### config.mk
export PLATFORM = sky130hd
export DESIGN_NAME = hilbert_xy_to_index
export DESIGN_NICKNAME = d
export VERILOG_FILES = /design/src/design/hxi_pkg.sv /design/src/design/hxi_cell.sv /design/src/design/hilbert_xy_to_index.sv
export SDC_FILE = /design/constraint.sdc
export NUM_CORES = 1
export LEC_CHECK = 0
export ABC_AREA = 1
export BUFFER_PORTS_ARGS = -buffer_cell sky130_fd_sc_hd__buf_2
export CAP_MARGIN = 20
export CORE_MARGIN = 2
export CORE_UTILIZATION = 38
export DETAILED_ROUTE_END_ITERATION = 8
export PLACE_DENSITY_LB_ADDON = 0.3
export SKIP_LAST_GASP = 1
export SLEW_MARGIN = 20
export SYNTH_ARGS = -nofsm -noshare
export SYNTH_HDL_FRONTEND = slang
export SYNTH_SLANG_ARGS = --single-unit
### constraint.sdc
create_clock -name clk -period 1.61 [get_ports clk]
set_input_delay 0 -clock clk [delete_from_list [all_inputs] [get_ports clk]]
set_output_delay 0 -clock clk [all_outputs]
set_load 0.05 [all_outputs]
### src/design/hxi_pkg.sv
package hxi_pkg;

  // fixed field widths
  localparam int COORD_W = 16;
  localparam int INDEX_W = 32;
  localparam int ORDER_W = 5;

  // reset value of the order register
  localparam logic [ORDER_W-1:0] ORDER_RESET = 5'd6;

  // word handed from cell to cell
  typedef struct packed {
    logic [COORD_W-1:0] x;
    logic [COORD_W-1:0] y;
    logic [INDEX_W-1:0] idx;
  } hxi_word_t;

endpackage

### src/design/hxi_cell.sv
// One curve level: take the coordinate bits at LEVEL, append two index
// bits, then mirror/swap the lower coordinate bits for the next level.
module hxi_cell #(
  parameter int LEVEL = 0
) (
  input  logic                         clk,
  input  logic                         rst_n,
  input  logic [hxi_pkg::ORDER_W-1:0]  order_eff,
  input  logic                         valid_in,
  input  hxi_pkg::hxi_word_t           word_in,
  output logic                         valid_out,
  output hxi_pkg::hxi_word_t           word_out
);

  localparam logic [hxi_pkg::COORD_W-1:0] LOW_MASK =
    hxi_pkg::COORD_W'((32'd1 << LEVEL) - 32'd1);

  logic               valid_r;
  hxi_pkg::hxi_word_t word_r;
  hxi_pkg::hxi_word_t word_nxt;
  logic               active;
  logic               rx;
  logic               ry;
  logic [hxi_pkg::COORD_W-1:0] xm;
  logic [hxi_pkg::COORD_W-1:0] ym;

  // level is processed only when it lies below the order in use
  assign active = (order_eff > hxi_pkg::ORDER_W'(LEVEL));
  assign rx     = word_in.x[LEVEL];
  assign ry     = word_in.y[LEVEL];

  // mirror against side-1: only bits below this level matter downstream
  assign xm = rx ? (word_in.x ^ LOW_MASK) : word_in.x;
  assign ym = rx ? (word_in.y ^ LOW_MASK) : word_in.y;

  always_comb begin
    word_nxt = word_in;
    if (active) begin
      word_nxt.idx = {word_in.idx[hxi_pkg::INDEX_W-3:0], rx, rx ^ ry};
      if (!ry) begin
        word_nxt.x = ym;
        word_nxt.y = xm;
      end
    end
  end

  // control register
  always_ff @(posedge clk) begin
    if (!rst_n) begin
      valid_r <= 1'b0;
    end else begin
      valid_r <= valid_in;
    end
  end

  // payload register
  always_ff @(posedge clk) begin
    word_r <= word_nxt;
  end

  assign valid_out = valid_r;
  assign word_out  = word_r;

endmodule

### src/design/hilbert_xy_to_index.sv
// Hilbert curve (x, y) to curve distance. A word is accepted on every cycle
// with start high (busy is always low), and its curve_index appears on
// out_curve_index with out_valid high for one cycle once it has passed
// through every cell; the result cannot be held off, so capture it on the
// strobe. The row holds MAX_ORDER cells, one registered cell per bit
// level, each passing its word to the next every cycle. grid_order (reset 6,
// values above MAX_ORDER act as MAX_ORDER) may be written through the cfg
// channel, which is always ready; write it only while no word is in flight.
module hilbert_xy_to_index #(
  parameter int MAX_ORDER = 16
) (
  input  logic                         clk,
  input  logic                         rst_n,
  // configuration
  input  logic                         cfg_valid,
  output logic                         cfg_ready,
  input  logic [hxi_pkg::ORDER_W-1:0]  cfg_grid_order,
  // input words
  input  logic                         start,
  output logic                         busy,
  input  logic [hxi_pkg::COORD_W-1:0]  in_x_coord,
  input  logic [hxi_pkg::COORD_W-1:0]  in_y_coord,
  // result words
  output logic                         out_valid,
  output logic [hxi_pkg::INDEX_W-1:0]  out_curve_index
);

  logic [hxi_pkg::ORDER_W-1:0] grid_order_r;
  logic [hxi_pkg::ORDER_W-1:0] order_eff;
  logic                        valid_chain [MAX_ORDER+1];
  hxi_pkg::hxi_word_t          word_chain  [MAX_ORDER+1];

  assign cfg_ready = 1'b1;
  assign busy      = 1'b0;

  // order register
  always_ff @(posedge clk) begin
    if (!rst_n) begin
      grid_order_r <= hxi_pkg::ORDER_RESET;
    end else if (cfg_valid && cfg_ready) begin
      grid_order_r <= cfg_grid_order;
    end
  end

  // saturate to the number of cells
  assign order_eff = (grid_order_r > hxi_pkg::ORDER_W'(MAX_ORDER)) ?
                     hxi_pkg::ORDER_W'(MAX_ORDER) : grid_order_r;

  // feed of the first cell
  assign valid_chain[0]      = start && !busy;
  assign word_chain[0].x     = in_x_coord;
  assign word_chain[0].y     = in_y_coord;
  assign word_chain[0].idx   = '0;

  // row of cells, top level first
  for (genvar k = 0; k < MAX_ORDER; k++) begin : g_cell
    hxi_cell #(
      .LEVEL (MAX_ORDER - 1 - k)
    ) u_cell (
      .clk       (clk),
      .rst_n     (rst_n),
      .order_eff (order_eff),
      .valid_in  (valid_chain[k]),
      .word_in   (word_chain[k]),
      .valid_out (valid_chain[k+1]),
      .word_out  (word_chain[k+1])
    );
  end

  assign out_valid       = valid_chain[MAX_ORDER];
  assign out_curve_index = word_chain[MAX_ORDER].idx;

  // every accepted word yields its result after the fixed latency
  a_latency: assert property (@(posedge clk) disable iff (!rst_n)
    (start && !busy) |-> ##MAX_ORDER out_valid)
    else $error("result missing after accepted word");

  // no result without a matching accepted word
  a_no_spurious: assert property (@(posedge clk) disable iff (!rst_n)
    out_valid |-> $past(start && !busy, MAX_ORDER))
    else $error("result without accepted word");

  // only the low 2*order bits of the index can be set
  a_index_range: assert property (@(posedge clk) disable iff (!rst_n)
    out_valid |-> ((out_curve_index >> (2 * order_eff)) == '0))
    else $error("curve index exceeds grid size");

endmodule
==> qor.yml <==
status: "completed"
timing.final.hold_violations: 0
async_flop_share: 0
cts.path.max_buffers: 3
drt_iter0_drc: 765
clkPwrFrac: 0.279
intPower_uw: 28400
synthTopCellsByArea: "dfxtp_1 50%, nand2_1 25%, o21ai_0 5.5%"
slew_violations: 0
p_leak_uw: 0.0121
powerDensity_nw_per_um2: 1720
switching_share: 0.332
pre_cts_slack_ns: -0.0672
antenna_found_initial: 0
p_comb_frac: 0.267
cap_violations: 0
nFillCells: 5578
final_area_um2: 24700
startpoint: "grid_order_r[3]"
crit_chain: "buf_4 -> nand2_1 -> o21ai_2 -> inv_1 -> buf_4 -> nand2_1 -> nand2_1"
finish.net_count: 3074
critPathCapture: "g_cell[1].u_cell.word_out[49]"
clkTransAtPathRegs_ns: 0.06
synth_most_common_cell: "nand2_1"
ys_seq_area_frac: 0.504
reg2reg_depth: 7
post-route-util: 0.448
initial_utilization: 0.384
place_hpwl_mm: 27.7
cts_setup_buffers: 0
crit_path_max_fanout: 30
path_buf_inv: 3
groute.usage.overall: 0.142
clock_skew_ns: 0.0160
critPathKind: "register to register"
synth_cells: 2957
wl_per_cell_um: 10.6
yosysUniqueCellTypes: 21
die_area_um2: 57600
critPathArrivalTime_ns: 1.93
r2r-end: "g_cell[1].u_cell.word_out[49]"
synth.top_cell.area_share: 0.504
multi_input_area_um2: 8920
place_congestion: 0.744
finalSetupViolCount: 0
cts_buffers: 52
crit_path_max_incr_delay_ns: 0.34
grt_pass1_vias: 15200
worstSetupStartpointType: "register"
drive_gt1_frac: 0.0775
post-route-period-util: 0.896
synth_edf_count: 0
cpLargestDelayFamily: "buffers and inverters"
syn_area_um2: 21200
wl_mm: 40.4
cp_num_cells: 7
rows: 86
ir_worst_vdd_v: 0.000899
grt_pass1_wl_mm: 69.8
synthTopCellsByCount: "1406 x nand2_1, 533 x dfxtp_1, 237 x inv_1"
syn_nets: 2998
reg2reg_from: "grid_order_r[3]"
total_power_uw: 42600
layout_min_cycle_time_ns: 1.44
setup_ws_ns: 0.167
io_buffers: 73
cp-end-kind: "register"
reg2reg_slack_ns: 0.17
drt-pass1-iter-count: 4
grt_max_degree: 63
via_count: 16700
syn_area_per_cell_um2: 7.16
ant_nets: 0
worstPathRequired_ns: 2.09
die_x_um: 240
yosys_warnings: 0
area_growth_pct: 16.6
clkSinkCount: 533
synth_area_leader_cell: "dfxtp_1"
ff_latch_area_um2: 10700
ys_ff_latch: 533
coreArea_um2: 55100
worstMarginPinSlew_ns: 0.667
p_seq_frac: 0.453
clock_latency_ns: 0.60
power.switching_uw: 14100
htreeDepth: 2
cpMostUsedCell: "nand2_1"
overflow: 0
routed_via_density: 4.38
root_buffer: "clkbuf_16"
cp_slowest_cell: "dfxtp_1"
postPlaceCellArea_um2: 22600
rsz0062_at_grt: "no"
synth_ff_type: "dfxtp_1"
pin_count: 76
cts_tree: "built"
n_antenna_cell: 0
fmax_ghz: 0.693
max_slew_margin: 0.555
die-height_um: 240
min_path_type: "primary input to register"
drc_errors: 0
## sequential cells by signal, summed over array words and instances, names as in the netlist
signal,cells
grid_order_r,5
g_cell.u_cell.word_out,512
g_cell.u_cell.valid_out,16
## placed cells by master (no fill, tap or decap), drive strengths merged
cell type and count:
buf 144, bufinv 2, o21ai 249, xnor2 75, clkinvlp 1, nor2 50, nand3 105, a21oi 6
clkbuf 82, nand4 39, clkinv 11, dfxtp 533, nand2 1407, dlygate4sd3 41, conb 2, inv 244
xor2 80
## worst min-delay path by stage
| stage | end | slack [ns] | start | cells past startpoint |
|---|---|---|---|---|
| after floorplan | g_cell[0].u_cell.valid_out | 0.1 | start | 2 |
| after global placement | g_cell[0].u_cell.valid_out | 0.19 | start | 3 |
| after detailed placement | g_cell[0].u_cell.valid_out | 0.19 | start | 3 |
| after CTS | g_cell[0].u_cell.word_out[58] | 0.15 | in_x_coord[10] | 4 |
| after global routing | g_cell[0].u_cell.word_out[37] | 0.20 | in_y_coord[5] | 4 |
| final | g_cell[0].u_cell.word_out[32] | 0.19 | in_y_coord[0] | 4 |
## layout make-up
cell class / count / area share
inverters: 248 / 0.0377
clock buffers: 82 / 0.0630
well taps: 748 / 0.0379
repair buffers: 185 / 0.0628
multi-input cells: 2013 / 0.361
flip-flops and latches: 533 / 0.432
clock inverters: 10 / 0.00562
## worst reg2reg max path: stages (launching register included)
cell	delay [ns]
dfxtp_1	0.34
buf_4	0.14
nand2_1	0.10
o21ai_2	0.26
inv_1	0.07
buf_4	0.24
nand2_1	0.12
nand2_1	0.07
## per-stage QoR
step | std cells | hold WS [ns] | TNS (ns)
2_1_floorplan | 2957 | 0.0976 | 0
3_3_place_gp | 3686 | 0.194 | -0.238
3_5_place_dp | 3686 | 0.190 | -0.438
4_1_cts | 3819 | 0.154 | 0
5_1_grt | 3819 | 0.196 | 0
6_report | 3819 | 0.188 | 0
## power by group through the flow
stage | clock, µW | sequential, µW | combinational (µW)
after detailed placement | 0 | 19600 | 11400
after global routing | 12800 | 19800 | 13300
final | 11900 | 19300 | 11400
after global placement | 0 | 19600 | 11300
after floorplan | 0 | 19700 | 8460
after CTS | 12300 | 19400 | 11500
## metal layers
layer	track usage	up-vias	routed length (µm)
met2	0.254	199	19300
met4	0.0527	0	1040
met3	0.0280	73	1690
met1	0.168	7315	18400
li1	-	9126	-
met5	0	-	0
## kinds of logic (layout without fill, tap and decap cells)
group	Yosys count	after routing	share of synthesized area
AND/OR/NAND/NOR	1601	1601	0.295
flip-flops	533	533	0.504
buffers and inverters	411	525	0.0762
AO/OA/AOI/OAI	255	255	0.0604
XOR/XNOR	155	155	0.0641
other	2	2	0.000355
## timing repair
item,in CTS,in global routing
pin swaps,0,0
setup endpoints to repair,10,82
resized for setup,1,6
hold buffers,41,0
hold endpoints to repair,53,0
(Power assumes the default switching activity.)
